## src/rtl/core/iak_pkg.sv

```systemverilog
// ----------------------------------------------------------------------------
// iak_pkg: shared types and constants of the paddle keyer
// request and result layouts, register indexes, keyer codes
// ----------------------------------------------------------------------------
package iak_pkg;

  localparam int unsigned CfgIdxW     = 2;
  localparam int unsigned CfgDataW    = 8;
  localparam int unsigned UnitW       = 8;
  localparam int unsigned DebW        = 8;
  localparam int unsigned CountW      = 12;
  localparam int unsigned ElapsedW    = 10;
  localparam int unsigned MaxReportMs = 3000;

  localparam logic [CfgIdxW-1:0] CFG_UNIT_MS      = 2'd0;
  localparam logic [CfgIdxW-1:0] CFG_SETTLE_TICKS = 2'd1;
  localparam logic [CfgIdxW-1:0] CFG_MODE_B       = 2'd2;
  localparam logic [CfgIdxW-1:0] CFG_STRAIGHT_KEY = 2'd3;

  localparam logic [UnitW-1:0] UNIT_MS_RST      = 8'd60;
  localparam logic [DebW-1:0]  SETTLE_TICKS_RST = 8'd5;

  typedef enum logic [1:0] {
    PH_IDLE  = 2'd0,
    PH_MARK  = 2'd1,
    PH_SPACE = 2'd2
  } phase_e;

  typedef enum logic [1:0] {
    EL_NONE = 2'd0,
    EL_DIT  = 2'd1,
    EL_DAH  = 2'd2
  } element_e;

  typedef struct packed {
    logic raw_dit;
    logic raw_dah;
  } in_t;

  typedef struct packed {
    logic              key_down;
    logic              element_done;
    logic              element_kind;
    logic [CountW-1:0] silence_ms;
    logic [CountW-1:0] mark_ms;
  } out_t;

endpackage

```

## src/rtl/core/iak_debounce.sv

```systemverilog
// ----------------------------------------------------------------------------
// iak_debounce: paddle level debouncer
// a new level must hold for the settle time in further ticks before it is believed
// ----------------------------------------------------------------------------
module iak_debounce (
  input  logic                     clk_i,
  input  logic                     rst_ni,
  input  logic                     en_i,
  input  logic                     raw_i,
  input  logic [iak_pkg::DebW-1:0] settle_ticks_i,
  output logic                     stable_d_o
);
  import iak_pkg::*;

  logic            stable_q, stable_d;
  logic            cand_q, cand_d;
  logic [DebW-1:0] cnt_q, cnt_d;

  always_comb begin
    stable_d = stable_q;
    cand_d   = cand_q;
    cnt_d    = cnt_q;
    if (raw_i != cand_q) begin
      cand_d = raw_i;
      cnt_d  = '0;
    end else if (cand_q != stable_q) begin
      if (cnt_q != '1) begin
        cnt_d = cnt_q + 1'b1;
      end
      if (cnt_d >= settle_ticks_i) begin
        stable_d = cand_q;
      end
    end
  end

  always_ff @(posedge clk_i or negedge rst_ni) begin
    if (!rst_ni) begin
      stable_q <= 1'b0;
      cand_q   <= 1'b0;
      cnt_q    <= '0;
    end else if (en_i) begin
      stable_q <= stable_d;
      cand_q   <= cand_d;
      cnt_q    <= cnt_d;
    end
  end

  // the keyer sees the level as updated by this tick
  assign stable_d_o = en_i ? stable_d : stable_q;

endmodule

```

## src/rtl/core/iambic_paddle_keyer_top.sv

```systemverilog
// ----------------------------------------------------------------------------
// iambic_paddle_keyer_top: iambic mode a/b and straight paddle keyer
// input in s1_q, result in out_q; one request per cycle unless out stalls
// each tick is one pass through the keyer logic between two register stages
// async active-low reset restores the power-on configuration and idle keyer
// ----------------------------------------------------------------------------
module iambic_paddle_keyer_top #(
  parameter int unsigned MAX_REPORT_MS = iak_pkg::MaxReportMs
) (
  input  logic                         clk_i,
  input  logic                         rst_ni,
  input  logic                         in_valid_i,
  output logic                         in_ready_o,
  input  iak_pkg::in_t                 in_data_i,
  output logic                         out_valid_o,
  input  logic                         out_ready_i,
  output iak_pkg::out_t                out_data_o,
  input  logic                         cfg_we_i,
  input  logic [iak_pkg::CfgIdxW-1:0]  cfg_idx_i,
  input  logic [iak_pkg::CfgDataW-1:0] cfg_wdata_i
);
  import iak_pkg::*;

  localparam logic [CountW-1:0] RepMax = CountW'(MAX_REPORT_MS);

  // configuration
  logic [UnitW-1:0] unit_ms_q;
  logic [DebW-1:0]  settle_ticks_q;
  logic             mode_b_q;
  logic             straight_key_q;

  always_ff @(posedge clk_i or negedge rst_ni) begin
    if (!rst_ni) begin
      unit_ms_q      <= UNIT_MS_RST;
      settle_ticks_q <= SETTLE_TICKS_RST;
      mode_b_q       <= 1'b1;
      straight_key_q <= 1'b0;
    end else if (cfg_we_i) begin
      case (cfg_idx_i)
        CFG_UNIT_MS:      unit_ms_q      <= cfg_wdata_i[UnitW-1:0];
        CFG_SETTLE_TICKS: settle_ticks_q <= cfg_wdata_i[DebW-1:0];
        CFG_MODE_B:       mode_b_q       <= cfg_wdata_i[0];
        CFG_STRAIGHT_KEY: straight_key_q <= cfg_wdata_i[0];
        default: ;
      endcase
    end
  end

  // input stage and result stage
  logic s1_valid_q;
  in_t  s1_q;
  logic advance;
  logic out_valid_q;
  out_t out_q, out_d;

  assign advance    = s1_valid_q && (!out_valid_q || out_ready_i);
  assign in_ready_o = !s1_valid_q || advance;

  always_ff @(posedge clk_i or negedge rst_ni) begin
    if (!rst_ni) begin
      s1_valid_q  <= 1'b0;
      out_valid_q <= 1'b0;
    end else begin
      if (in_valid_i && in_ready_o) begin
        s1_valid_q <= 1'b1;
      end else if (advance) begin
        s1_valid_q <= 1'b0;
      end
      if (advance) begin
        out_valid_q <= 1'b1;
      end else if (out_ready_i) begin
        out_valid_q <= 1'b0;
      end
    end
  end

  always_ff @(posedge clk_i) begin
    if (in_valid_i && in_ready_o) begin
      s1_q <= in_data_i;
    end
    if (advance) begin
      out_q <= out_d;
    end
  end

  assign out_valid_o = out_valid_q;
  assign out_data_o  = out_q;

  // debounced paddles
  logic dit_st, dah_st;

  iak_debounce u_dit_deb (
    .clk_i,
    .rst_ni,
    .en_i           (advance),
    .raw_i          (s1_q.raw_dit),
    .settle_ticks_i (settle_ticks_q),
    .stable_d_o     (dit_st)
  );

  iak_debounce u_dah_deb (
    .clk_i,
    .rst_ni,
    .en_i           (advance),
    .raw_i          (s1_q.raw_dah),
    .settle_ticks_i (settle_ticks_q),
    .stable_d_o     (dah_st)
  );

  // keyer state
  phase_e              phase_q, phase_d;
  logic [ElapsedW-1:0] elapsed_q, elapsed_d;
  element_e            cur_q, cur_d;
  logic                last_dah_q, last_dah_d;
  logic                dit_mem_q, dit_mem_d;
  logic                dah_mem_q, dah_mem_d;
  logic                key_q, key_d;
  logic [CountW-1:0]   mark_q, mark_d;
  logic [CountW-1:0]   gap_q, gap_d;

  logic [ElapsedW-1:0] unit_ext;
  logic [ElapsedW-1:0] mark_len;
  logic                key_off_req;
  logic                key_on_req;
  logic                off_kind;
  element_e            start_el;
  logic                opp_held, opp_mem, same_held;

  assign unit_ext = ElapsedW'(unit_ms_q);

  always_comb begin
    phase_d     = phase_q;
    elapsed_d   = elapsed_q;
    cur_d       = cur_q;
    last_dah_d  = last_dah_q;
    dit_mem_d   = dit_mem_q;
    dah_mem_d   = dah_mem_q;
    key_d       = key_q;
    mark_d      = mark_q;
    gap_d       = gap_q;
    key_off_req = 1'b0;
    key_on_req  = 1'b0;
    off_kind    = 1'b0;
    start_el    = EL_NONE;
    opp_held    = 1'b0;
    opp_mem     = 1'b0;
    same_held   = 1'b0;
    mark_len    = (cur_q == EL_DAH) ? unit_ext * ElapsedW'(3) : unit_ext;

    if (key_q) begin
      if (mark_q != '1) mark_d = mark_q + 1'b1;
    end else begin
      if (gap_q != '1) gap_d = gap_q + 1'b1;
    end

    if (straight_key_q) begin
      if ((dit_st || dah_st) && !key_q) begin
        key_on_req = 1'b1;
      end else if (!(dit_st || dah_st) && key_q) begin
        key_off_req = 1'b1;
        off_kind    = (mark_d >= {3'b000, unit_ms_q, 1'b0});
      end
    end else begin
      case (phase_q)
        PH_MARK, PH_SPACE: begin
          // remember the opposite paddle while an element runs
          if (cur_q == EL_DIT && dah_st) dah_mem_d = 1'b1;
          if (cur_q == EL_DAH && dit_st) dit_mem_d = 1'b1;
          if (elapsed_q != '1) elapsed_d = elapsed_q + 1'b1;
          if (phase_q == PH_MARK) begin
            if (elapsed_d >= mark_len) begin
              key_off_req = 1'b1;
              off_kind    = (cur_q == EL_DAH);
              phase_d     = PH_SPACE;
              elapsed_d   = '0;
            end
          end else if (elapsed_d >= unit_ext) begin
            if (!mode_b_q && !dit_st && !dah_st) begin
              dit_mem_d = 1'b0;
              dah_mem_d = 1'b0;
            end
            opp_held  = last_dah_q ? dit_st : dah_st;
            opp_mem   = last_dah_q ? dit_mem_d : dah_mem_d;
            same_held = last_dah_q ? dah_st : dit_st;
            if (opp_held || opp_mem) begin
              start_el = last_dah_q ? EL_DIT : EL_DAH;
            end else if (same_held) begin
              start_el = last_dah_q ? EL_DAH : EL_DIT;
            end else begin
              phase_d = PH_IDLE;
            end
          end
        end
        default: begin
          phase_d   = PH_IDLE;
          dit_mem_d = 1'b0;
          dah_mem_d = 1'b0;
          if (dit_st) start_el = EL_DIT;
          else if (dah_st) start_el = EL_DAH;
        end
      endcase

      if (start_el != EL_NONE) begin
        cur_d      = start_el;
        last_dah_d = (start_el == EL_DAH);
        phase_d    = PH_MARK;
        elapsed_d  = '0;
        if (start_el == EL_DIT) dit_mem_d = 1'b0;
        else dah_mem_d = 1'b0;
        key_on_req = 1'b1;
      end
    end

    out_d = '0;
    if (key_off_req && key_q) begin
      key_d              = 1'b0;
      out_d.element_done = 1'b1;
      out_d.element_kind = off_kind;
      out_d.silence_ms   = (gap_d > RepMax) ? RepMax : gap_d;
      out_d.mark_ms      = (mark_d > RepMax) ? RepMax : mark_d;
      gap_d              = '0;
    end
    // key_q is still the pre-tick level, so a key-on right after a key-off
    // in the same tick has to test the updated level
    if (key_on_req && !key_d) begin
      key_d  = 1'b1;
      mark_d = '0;
    end
    out_d.key_down = key_d;
  end

  always_ff @(posedge clk_i or negedge rst_ni) begin
    if (!rst_ni) begin
      phase_q    <= PH_IDLE;
      elapsed_q  <= '0;
      cur_q      <= EL_NONE;
      last_dah_q <= 1'b1;
      dit_mem_q  <= 1'b0;
      dah_mem_q  <= 1'b0;
      key_q      <= 1'b0;
      mark_q     <= '0;
      gap_q      <= '0;
    end else if (advance) begin
      phase_q    <= phase_d;
      elapsed_q  <= elapsed_d;
      cur_q      <= cur_d;
      last_dah_q <= last_dah_d;
      dit_mem_q  <= dit_mem_d;
      dah_mem_q  <= dah_mem_d;
      key_q      <= key_d;
      mark_q     <= mark_d;
      gap_q      <= gap_d;
    end
  end

  // a finished element always leaves the key up
  a_done_key_up: assert property (@(posedge clk_i) disable iff (!rst_ni)
    out_valid_o && out_data_o.element_done |-> !out_data_o.key_down)
    else $error("element reported while key is down");

  // report fields are quiet between elements
  a_quiet_report: assert property (@(posedge clk_i) disable iff (!rst_ni)
    out_valid_o && !out_data_o.element_done |->
      !out_data_o.element_kind && out_data_o.silence_ms == '0 &&
      out_data_o.mark_ms == '0)
    else $error("report fields set without a finished element");

  // reported times never exceed the clamp
  a_clamp: assert property (@(posedge clk_i) disable iff (!rst_ni)
    out_valid_o |-> out_data_o.silence_ms <= RepMax && out_data_o.mark_ms <= RepMax)
    else $error("reported time above clamp");

  // the keyer state only moves when a result is produced
  a_state_hold: assert property (@(posedge clk_i) disable iff (!rst_ni)
    !advance |=> $stable(key_q) && $stable(mark_q) && $stable(gap_q))
    else $error("keyer state changed without a request");

endmodule
```

## config.mk

```make
export PLATFORM = sky130hd
export DESIGN_NAME = iambic_paddle_keyer_top
export DESIGN_NICKNAME = d
export VERILOG_FILES = /design/src/rtl/core/iak_pkg.sv /design/src/rtl/core/iak_debounce.sv /design/src/rtl/core/iambic_paddle_keyer_top.sv
export SDC_FILE = /design/constraint.sdc
export NUM_CORES = 1
export LEC_CHECK = 0
export BUFFER_PORTS_ARGS = -buffer_cell sky130_fd_sc_hd__buf_4
export CORE_ASPECT_RATIO = 0.8
export CORE_UTILIZATION = 45
export CTS_BUF_LIST = sky130_fd_sc_hd__clkbuf_4 sky130_fd_sc_hd__clkbuf_8
export DETAILED_ROUTE_END_ITERATION = 8
export SYNTH_ARGS = -nofsm -noshare
export SYNTH_HDL_FRONTEND = slang
export SYNTH_HIERARCHICAL = 1
export SYNTH_SLANG_ARGS = --single-unit
```

## constraint.sdc

```tcl
create_clock -name clk_i -period 10.17 [get_ports clk_i]
set_input_delay 2.034 -clock clk_i [delete_from_list [all_inputs] [get_ports clk_i]]
set_output_delay 2.034 -clock clk_i [all_outputs]
set_load 0.02 [all_outputs]
```

======== Yosys cells after proc, flatten, opt, wreduce, memory -nomap -nowiden ========
Cells that the tools add are included.
storage, ports and cells
  input port bits ......................... 17
  output and inout port bits .............. 29
  bits in registers ....................... 111
  word-level logic and storage cells ...... 209
operators by class
  reduce and logical (&&, ||, !) cells .... 44
  multiplexer cells ....................... 98
  multipliers ............................. 1
  add/sub/neg operators ................... 5
  order comparisons ....................... 7
  bitwise logic cells ..................... 2
  equal/unequal tests ..................... 22
operators by type and width
  kind                                                    count
  2-to-1 mux 12 bit                                       8
  2-to-1 mux 10 bit                                       8
  2-to-1 mux 8 bit                                        10
  2-to-1 mux 1 bit                                        54
  2-to-1 mux 2 bit                                        17
  2-to-1 mux 26 bit                                       1
  adder 12 x 1 -> 12 bit (second input constant)          2
  greater-than comparator 12 bit (second input constant)  2
  != test 12 bit (second input constant)                  2
  AND reduction 2 bit                                     9
  adder 8 x 1 -> 8 bit (second input constant)            2
  greater-or-equal comparator 8 bit                       2
  != test 4 bit (second input constant)                   4
  != test 8 bit (second input constant)                   2
  greater-or-equal comparator 12 x 9 -> 1 bit             1
  nonzero test 2 bit                                      6
  adder 10 x 1 -> 10 bit (second input constant)          1
  == test 2 bit (second input constant)                   5
  greater-or-equal comparator 10 bit                      1
  greater-or-equal comparator 10 x 8 -> 1 bit             1
  logical AND 1 bit                                       10
  multiplier 8 x 2 -> 10 bit (second input constant)      1
  != test 10 bit (second input constant)                  1
  == test 2 x 1 -> 1 bit (second input constant)          4
  other kinds (8)                                         25

======== Logic depth before layout (Yosys ltp) ========
Gate-level depths: netlist (run 1).
  depth after elaboration ................. 29
  depth in mapped cells ................... 20
  depth with buffers taken out ............ 17

======== By module ========
The synthesis (run 1) kept the hierarchy.
modules (own cells, without submodules)
  module                   sequential area each (um2)  times used  cells each  area an instance (um2)
  iambic_paddle_keyer_top  2432.3                      1           614         5896.9
  iak_debounce             250.2                       2           99          859.6

======== Least setup slack after synthesis (run 1) ========
OpenSTA, ideal clock, no wires.
  path kind ............................... input port to flip-flop
  from .................................... input out_ready_i
  to ...................................... register mark_q[3]
  setup slack ............................. 4.419 ns
  data required time ...................... 10.042 ns
  library setup time ...................... 0.128 ns
  arrival ................................. 5.624 ns
  stages on the path ...................... 15
  buffers on the path ..................... 4
  path through ............................ nand2b_1 nand2_1 clkbuf_1 inv_1 clkbuf_1 nand3_1 a2bb2oi_1 clkbuf_1 nor2_1 a21boi_0 or3_1 o22a_2 a211oi_2 buf_2 o21ai_0
between the ends
  cells in the longest elaborated chain, start to end .. 23
  elaborated cells between the ends (all ways) .. 50
  classes of those cells .................. 33 x mux; 17 x reduce/logical
RTL lines
  element                          RTL line                        RTL
  start, declared                  iambic_paddle_keyer_top.sv:16   input logic out_ready_i,
  logical OR 1 bit *               iambic_paddle_keyer_top.sv:56   assign advance = s1_valid_q && (!out_valid_q || out_ready_i);
  logical AND 1 bit *              iambic_paddle_keyer_top.sv:56
  named net advance                iambic_paddle_keyer_top.sv:52   logic advance;
  2-to-1 mux 1 bit *               iak_debounce.sv:49              assign stable_d_o = en_i ? stable_d : stable_q;
  named net dit_st                 iambic_paddle_keyer_top.sv:90   logic dit_st, dah_st;
  logical NOT 1 bit                iambic_paddle_keyer_top.sv:178  if (!mode_b_q && !dit_st && !dah_st) begin
  logical AND 1 bit (2 in series)  iambic_paddle_keyer_top.sv:178
  2-to-1 mux 1 bit                 iambic_paddle_keyer_top.sv:178
  [8 not listed]                   --
  2-to-1 mux 2 bit                 iambic_paddle_keyer_top.sv:170  if (phase_q == PH_MARK) begin
  2-to-1 mux 2 bit                 iambic_paddle_keyer_top.sv:164  case (phase_q)
  2-to-1 mux 2 bit                 iambic_paddle_keyer_top.sv:156  if (straight_key_q) begin
  nonzero test 2 bit               iambic_paddle_keyer_top.sv:203  if (start_el != EL_NONE) begin
  2-to-1 mux 1 bit                 iambic_paddle_keyer_top.sv:203
  2-to-1 mux 1 bit                 iambic_paddle_keyer_top.sv:156
  logical AND 1 bit *              iambic_paddle_keyer_top.sv:225  if (key_on_req && !key_d) begin
  2-to-1 mux 12 bit *              iambic_paddle_keyer_top.sv:225
  end signal, assigned             iambic_paddle_keyer_top.sv:251  mark_q <= mark_d;
  end, declared                    iambic_paddle_keyer_top.sv:118  logic [CountW-1:0] mark_q, mark_d;
Mark *: on every way through the listed nets, which the timed path passes. The rest lies on a longest branch. The select of a mux whose other input is x is not followed.
A chain may end at the register's enable or synchronous reset.

======== Worst setup path after layout (run 1) ========
  from .................................... input out_ready_i
  to ...................................... register out_q (netlist bit out_data_o[5]), data pin
between the ends
  cells in the longest elaborated chain, start to end .. 10
  elaborated cells between the ends (all ways) .. 12
  classes of those cells .................. 5 x mux; 7 x reduce/logical
RTL lines
  element               RTL line                                                        RTL
  logical OR 1 bit *    iambic_paddle_keyer_top.sv:56
  logical AND 1 bit *   iambic_paddle_keyer_top.sv:56
  2-to-1 mux 1 bit *    iak_debounce.sv:49
  named net dah_st      iambic_paddle_keyer_top.sv:90
  logical OR 1 bit *    iambic_paddle_keyer_top.sv:157, iambic_paddle_keyer_top.sv:159
  logical NOT 1 bit     iambic_paddle_keyer_top.sv:159                                  end else if (!(dit_st || dah_st) && key_q) begin
  logical AND 1 bit     iambic_paddle_keyer_top.sv:159
  2-to-1 mux 1 bit      iambic_paddle_keyer_top.sv:159
  2-to-1 mux 1 bit *    iambic_paddle_keyer_top.sv:157                                  if ((dit_st || dah_st) && !key_q) begin
  2-to-1 mux 1 bit *    iambic_paddle_keyer_top.sv:156
  logical AND 1 bit *   iambic_paddle_keyer_top.sv:215                                  if (key_off_req && key_q) begin
  end signal, assigned  iambic_paddle_keyer_top.sv:82                                   out_q <= out_d;
  end, declared         iambic_paddle_keyer_top.sv:54                                   out_t out_q, out_d;
Mark *: on every way through the listed nets, which the timed path passes. The rest lies on a longest branch.

==> results.md, run 1 <==
- Ranking of synthesized cells by area: dfrtp_1 24%, edfxtp_1 11%, ha_1 9.2%
- Final Skew: 0.0113 ns
- Req. time, crit path: 10.31 ns
- Relative slew slack: 0.322
- Fill cells: 1574
- Multi-input gate area: 0.00437 mm²
- DRT iter0 DRCs: 494
- Hold-fix buffers at CTS: 0
- Syn nets: 886
- Max H-tree Level: 3
- Die height: 118 µm
- Vias per cell: 6.02
- Drt first pass iters: 5
- Vias in the first global route: 5951
- Final Non-Filler Cells: 1065
- Final Hold Fails: 0
- Dpl cells: 1049
- Post-synth top area share: 0.243
- Chip width: 147 µm
- Crit end category: flop
- CTS clk-pin slew, worst paths: 0.10 ns
- Setup CP Type: in2reg
- CTS tree: yes
- Max VDD drop: 0.0641 mV
- Vias: 6406
- Largest net degree at the start of global routing: 61
- Gate Count Post-Synth: 812
- Post-synthesis compound-gate area fraction: 0.205
- Max Slew Vio Count: 0
- Total chip power: 0.00140 W
- Power density cells: 169 mW/mm²
- GP Congestion: 0.858
- WL per Instance: 17.7 µm
- Post-CTS repair timing setup buffer count: 0
- Lkg Pwr: 3.62 nW
- Ant diodes: 0
- Seq/Total Area, Yosys: 0.385
- Main combinational cell family by area after synthesis: simple AND/OR/NAND/NOR gates
- Synth async-reset ratio: 0.739
- Tmin final: 5.83 ns
- Max Fclk: 0.171 GHz
- Total Routing Usage GR: 0.226
- Post-CTS sizing: 0
- Hold Crit Class: reg2reg
- Grt total ovfl: 0
- Setup violators final: 0
- Port-buffer cells: 45
- Adder-Cell Fraction of Synth Area: 0.0946
- Clock tree buffer depth: 2
- #FFs+latches synth: 111
- Commonest cells in the netlist: 93 x nand2_1, 74 x dfrtp_1, 56 x ha_1, 51 x a21oi_1
- Synth unique cells: 88
- Antenna viol nets, final: 0
- Max cap viols: 0
- Ys flop type: dfrtp_1
- Register Area: 0.00293 mm²
- Slew @ Worst Pin: 1.01 ns
- Hpwl dp: 14100 µm
- CP dominant cell by count: nand3_1
- First-pass GRT wire length: 31100 µm
- Most frequent cell after synthesis: nand2_1
- Cells along the critical path: buf_4 -> nand2b_1 -> nand2_1 -> buf_4 -> inv_2 -> a31oi_1 -> a2bb2oi_1 -> nor2_1 -> nand3_1 -> o31a_1 -> and2_1 -> inv_2 -> nand3_1 -> nand3_1
- Simple-gate share of the synthesized area: 0.212
- CTS sink cnt: 111
- Crit-path max FO: 53
- RSZ-0062 raised after global routing: false
- Die ar.: 0.0175 mm²
- Util after Layout: 0.502
- Slowest stage delay, CP: 0.62 ns
- Row count: 42
- Synth warn: 6
- Clock buffers created by TritonCTS: 9
- Drt total wl: 18900 µm
- Clock latency on the worst-skew pair: 0.39 ns
- Core Area: 0.0166 mm²
- Outcome: finished clean
- Critical Path AT: 5.97 ns
- Fin crit share: 0.574
- Crit-path slowest cell: and2_1
- Layout cells sized above 1: 0.148
- Hold WS: 0.507 ns
- Post-Syn Area: 0.00762 mm²
- Synth-to-layout area growth: 9.08%
- Number of flops mapped to enable cells by yosys: 29
- Starting Density: 0.460
- Nets: 914
- DRC Markers: 0
- Antenna violations before repair: 0
- Setup tns final: 0 ns
- Post-synthesis mux area share: 0.0407
- Syn avg cell area: 9.38 µm²
- CP Launch Type: input port
- Largest area contributor in the netlist: dfrtp_1
- Xor/xnor cell area share of the yosys netlist: 0.0218
- IO Count: 46
- Clk root buf: clkbuf_8
-- per-stage QoR --
stage          area [µm²]  setup WS (ns)
2_1_floorplan        7620           4.42
3_3_place_gp         8120           4.11
3_5_place_dp         8120           3.99
4_1_cts              8310           4.38
5_1_grt              8310           4.03
6_report             8310           4.34
-- final cells by class --
class / instances / area share
Inverter: 45 / 0.0203
Timing Repair Buffer: 49 / 0.0443
Clock inverter: 6 / 0.00633
Multi-Input combinational cell: 624 / 0.526
Sequential cell: 111 / 0.353
Clock buffer: 10 / 0.0166
Tap cell: 220 / 0.0331
-- registers in the layout, summed over array words and instances (netlist names), 2 cells and up --
name	count
out_data_o	27
gap_q	12
mark_q	12
elapsed_q	10
settle_ticks_q	8
u_dah_deb/cnt_q	8
u_dit_deb/cnt_q	8
unit_ms_q	8
cur_q	2
phase_q	2
s1_q	2
-- kinds of logic after synthesis --
family / Yosys count
buffers and inverters: 77
muxes: 28
xor gates and xnor gates: 19
adders and majority gates: 57
and+or+nand+nor: 297
DFF: 111
AOI/OAI and AO/OA: 223
-- layer usage --
metal,part of all wire,global-route usage
met1,0.50,0.344
met2,0.42,0.322
met3,0.064,0.0502
met4,0.012,0.0483
met5,0,0
-- layout by cell type (no fill, tap or decap), drive strengths merged, types with 14 or more instances in the layout --
cell type,n
nand2b,14
nand3,38
nand4,17
xnor2,14
a21oi,51
ha,56
nor3,16
a31oi,18
mux2,18
buf,49
nand2,93
nor2,44
o31ai,20
edfxtp,29
inv,48
dfrtp,74
o21ai,42
-- path summary, 6_finish.rpt --
| path | from | endpoint | slack, ns | cells past startpoint |
|---|---|---|---|---|
| setup reg to reg | unit_ms_q[2] | out_data_o[5] | 5.03 | 15 |
| max in group asynchronous | rst_ni | settle_ticks_q[7] | 7.54 | 2 |
| hold / removal | s1_valid_q | out_valid_o | 0.51 | 1 |
| setup / recovery | out_ready_i | out_data_o[5] | 4.34 | 14 |
| hold reg to reg | s1_valid_q | out_valid_o | 0.51 | 1 |
| min in group asynchronous | rst_ni | out_valid_o | 1.55 | 1 |
-- report_power, final --
| group | leakage [nW] | internal, W | switching [W] | total [W] |
|---|---|---|---|---|
| clock network | 0.0993 | 0.000100 | 0.000161 | 0.000261 |
| registers | 1.35 | 0.000524 | 0.000102 | 0.000626 |
| logic | 2.17 | 0.000213 | 0.000302 | 0.000515 |
| total | 3.62 | 0.000838 | 0.000565 | 0.00140 |
-- worst max-delay path: cells and delay by family --
| kind | cells | cell delay (ns) |
|---|---|---|
| AOI/OAI and AO/OA | 3 | 1.07 |
| buffers and inverters | 4 | 1.30 |
| and+or+nand+nor | 7 | 1.54 |
(Power assumes the default switching activity.)
==> run 2: changes to the inputs <==
==> constraint.sdc (replaced) <==
create_clock -name clk_i -period 5.3 [get_ports clk_i]
set_input_delay 1.06 -clock clk_i [delete_from_list [all_inputs] [get_ports clk_i]]
set_output_delay 1.06 -clock clk_i [all_outputs]
set_load 0.02 [all_outputs]
==> results.md, run 2 (synthesis results as in run 1) <==
- Outcome: finished clean
- Top delay family on crit path: compound AO/OA/AOI/OAI gates
- End of the worst hold path: out_valid_o
- Vias: 6276 (-2.0%)
- Drt total wl: 18700 µm (-1.0%)
- Nets: 917 (+0.33%)
- Crit end category: flop
- Crit-path max FO: 19 (-64%)
- Row count: 42 (unchanged)
- Clock latency on the worst-skew pair: 0.38 ns (about the same)
- Total Routing Usage GR: 0.223 (-0.00299)
- Ant diodes: 0 (unchanged)
- Grt total ovfl: 0 (unchanged)
- Reg2Reg Launch Point: unit_ms_q[2]
- DRC Markers: 0 (unchanged)
- IO Count: 46 (unchanged)
- Antenna violations before repair: 0 (unchanged)
- Die ar.: 0.0175 mm² (unchanged)
- Flop2flop setup slack: 0.59 ns (-4.44 ns)
- Dpl ws: 0.628 ns (-3.37 ns)
- Crit-path slowest cell: a2111oi_1
- Port-buffer cells: 45 (unchanged)
- Most frequent cells in the layout: 93 x nand2_1, 74 x dfrtp_1, 56 x ha_1
- Die height: 118 µm (unchanged)
- Commonest non-fill, non-tap cell in the layout: nand2_1
- Largest register FFs: 27 (unchanged)
- Max H-tree Level: 3 (unchanged)
- Antenna viol nets, final: 0 (unchanged)
- Min-delay src: s1_valid_q
- Clock buffers created by TritonCTS: 9 (unchanged)
- Final Skew: 0.0115 ns (+0.000227 ns)
- Post-CTS repair timing setup buffer count: 0 (unchanged)
- Largest net degree at the start of global routing: 83 (+36%)
- DP Area: 0.00814 mm² (+0.28%)
- Tmin final: 4.71 ns
- CTS tree: yes
- GP Congestion: 0.887 (+3.3%)
- CP Launch Type: flop
- Worst Hold Depth: 1 (unchanged)
- Slew @ Worst Pin: 1.08 ns (+0.0688 ns)
- Power density cells: 328 mW/mm² (+95%)
- Synth-to-layout area growth: 9.74%
- Layout cells sized above 1: 0.150 (+0.00184)
- Core Area: 0.0166 mm² (unchanged)
- WP buf/inv: 3 (-1)
- Lkg Pwr: 3.64 nW (+0.65%)
- RSZ-0062 raised after global routing: false
- Setup tns final: 0 ns (unchanged)
- PnR worst setup slack: 0.594 ns (-3.74 ns)
- Max Fclk: 0.212 GHz
- Final Instance Area: 0.00836 mm² (+0.60%)
- Hold-fix buffers at CTS: 0 (unchanged)
- Max cap viols: 0 (unchanged)
- Max VDD drop: 0.155 mV (+140%)
- Clock tree buffer depth: 2 (unchanged)
- Top reg by flops: out_data_o
- Cells along the critical path: inv_1 -> fa_1 -> nor2b_1 -> o21ai_0 -> a21oi_1 -> o21ai_0 -> nor4b_1 -> a211oi_1 -> ha_1 -> a2111oi_1 -> buf_4 -> o31a_1 -> and2_1 -> inv_2 -> nand3_1 -> nand3_1
- Drt first pass iters: 5 (unchanged)
- Util after Layout: 0.505 (+0.00302)
- Critical Path AT: 4.84 ns (-1.13 ns)
- Chip width: 147 µm (unchanged)
- Setup CP Type: reg2reg
- Clk root buf: clkbuf_8
- CTS sink cnt: 111 (unchanged)
- Top Registers: out_data_o: 27 flops, gap_q: 12 flops, mark_q: 12 flops
- DRT iter0 DRCs: 453 (-8.3%)
- First-pass GRT wire length: 30500 µm (-1.9%)
- Vias per cell: 5.88 (-2.3%)
- Max Slew Vio Count: 0 (unchanged)
- WL per Instance: 17.5 µm (-1.3%)
- Slowest stage delay, CP: 0.60 ns (-0.02 ns)
- Dpl cells: 1052 (+0.29%)
- Post-CTS sizing: 0 (unchanged)
- Final Non-Filler Cells: 1068 (+0.28%)
- Relative slew slack: 0.278 (-0.0442)
- Req. time, crit path: 5.44 ns (-4.87 ns)
- Starting Density: 0.460 (unchanged)
- CTS clk-pin slew, worst paths: 0.10 ns (about the same)
- Fin crit share: 0.888
- R2r endpoint: out_data_o[5]
- Hpwl dp: 14000 µm (-0.97%)
- Final Hold Fails: 0 (unchanged)
- Vias in the first global route: 5784 (-2.8%)
- Setup violators final: 0 (unchanged)
- Hold Crit Class: reg2reg
- Worst reg-to-reg path cell count: 16 (+1)
run 2: changes by cell type in the layout (fill, tap and decap cells not counted):
cell	before	now
buf_4	49	52
bufinv_16	0	2
clkbuf_4	0	3
clkbuf_8	10	9
clkinv_1	0	1
clkinv_4	3	0
clkinvlp_4	0	1
inv_4	1	0
inv_6	1	0
inv_8	1	0
run 2: report_power, final:
part | leakage, nW | internal, W | switching [W] | total [W]
logic | 2.18 | 0.000413 | 0.000582 | 0.000994
clock network | 0.108 | 0.000281 | 0.000277 | 0.000558
registers | 1.35 | 0.00101 | 0.000187 | 0.00119
total | 3.64 | 0.00170 | 0.00105 | 0.00275
run 2: layout make-up:
type | instances | area [µm²]
inverters | 45 | 169
multi-input cells | 624 | 4370
well taps | 220 | 275
flip-flops and latches | 111 | 2930
clock inverters | 4 | 71.3
fillers | 1544 | 8200
repair buffers | 52 | 390
clock buffers | 12 | 146
run 2: worst reg2reg max path, stage by stage (launching register included):
cell and delay, ns:
dfstp_2 0.57, inv_1 0.14, fa_1 0.43, nor2b_1 0.16, o21ai_0 0.12, a21oi_1 0.21
o21ai_0 0.14, nor4b_1 0.17, a211oi_1 0.22, ha_1 0.29, a2111oi_1 0.60, buf_4 0.23
o31a_1 0.11, and2_1 0.44, inv_2 0.31, nand3_1 0.20, nand3_1 0.10
run 2: how the worst max path moves through the flow:
stage | start | endpoint | slack [ns] | cells past startpoint
4_1_cts | u_dah_deb/cnt_q[0] | mark_q[5] | 0.62 | 16
2_1_floorplan | out_ready_i | mark_q[3] | 0.52 | 15
3_3_place_gp | unit_ms_q[2] | out_data_o[4] | 0.70 | 16
5_1_grt | u_dit_deb/cnt_q[0] | mark_q[5] | 0.23 | 16
3_5_place_dp | u_dah_deb/cnt_q[0] | mark_q[5] | 0.63 | 16
6_report | unit_ms_q[2] | out_data_o[5] | 0.59 | 16
run 2: through the flow:
stage                     hold slack [ns]  power (W)
after floorplan                     0.457    0.00191
after global placement              0.476    0.00215
after detailed placement            0.482    0.00220
after CTS                           0.505    0.00276
after global routing                0.536    0.00296
final                               0.502    0.00275
run 2: per-layer routing:
metal  GRT usage  part of all wire  vias up
li1            -                 -     3086
met5           0                 0        -
met1       0.345              0.52     3002
met2       0.312              0.42      175
met4      0.0438            0.0073        0
met3      0.0514             0.055       13
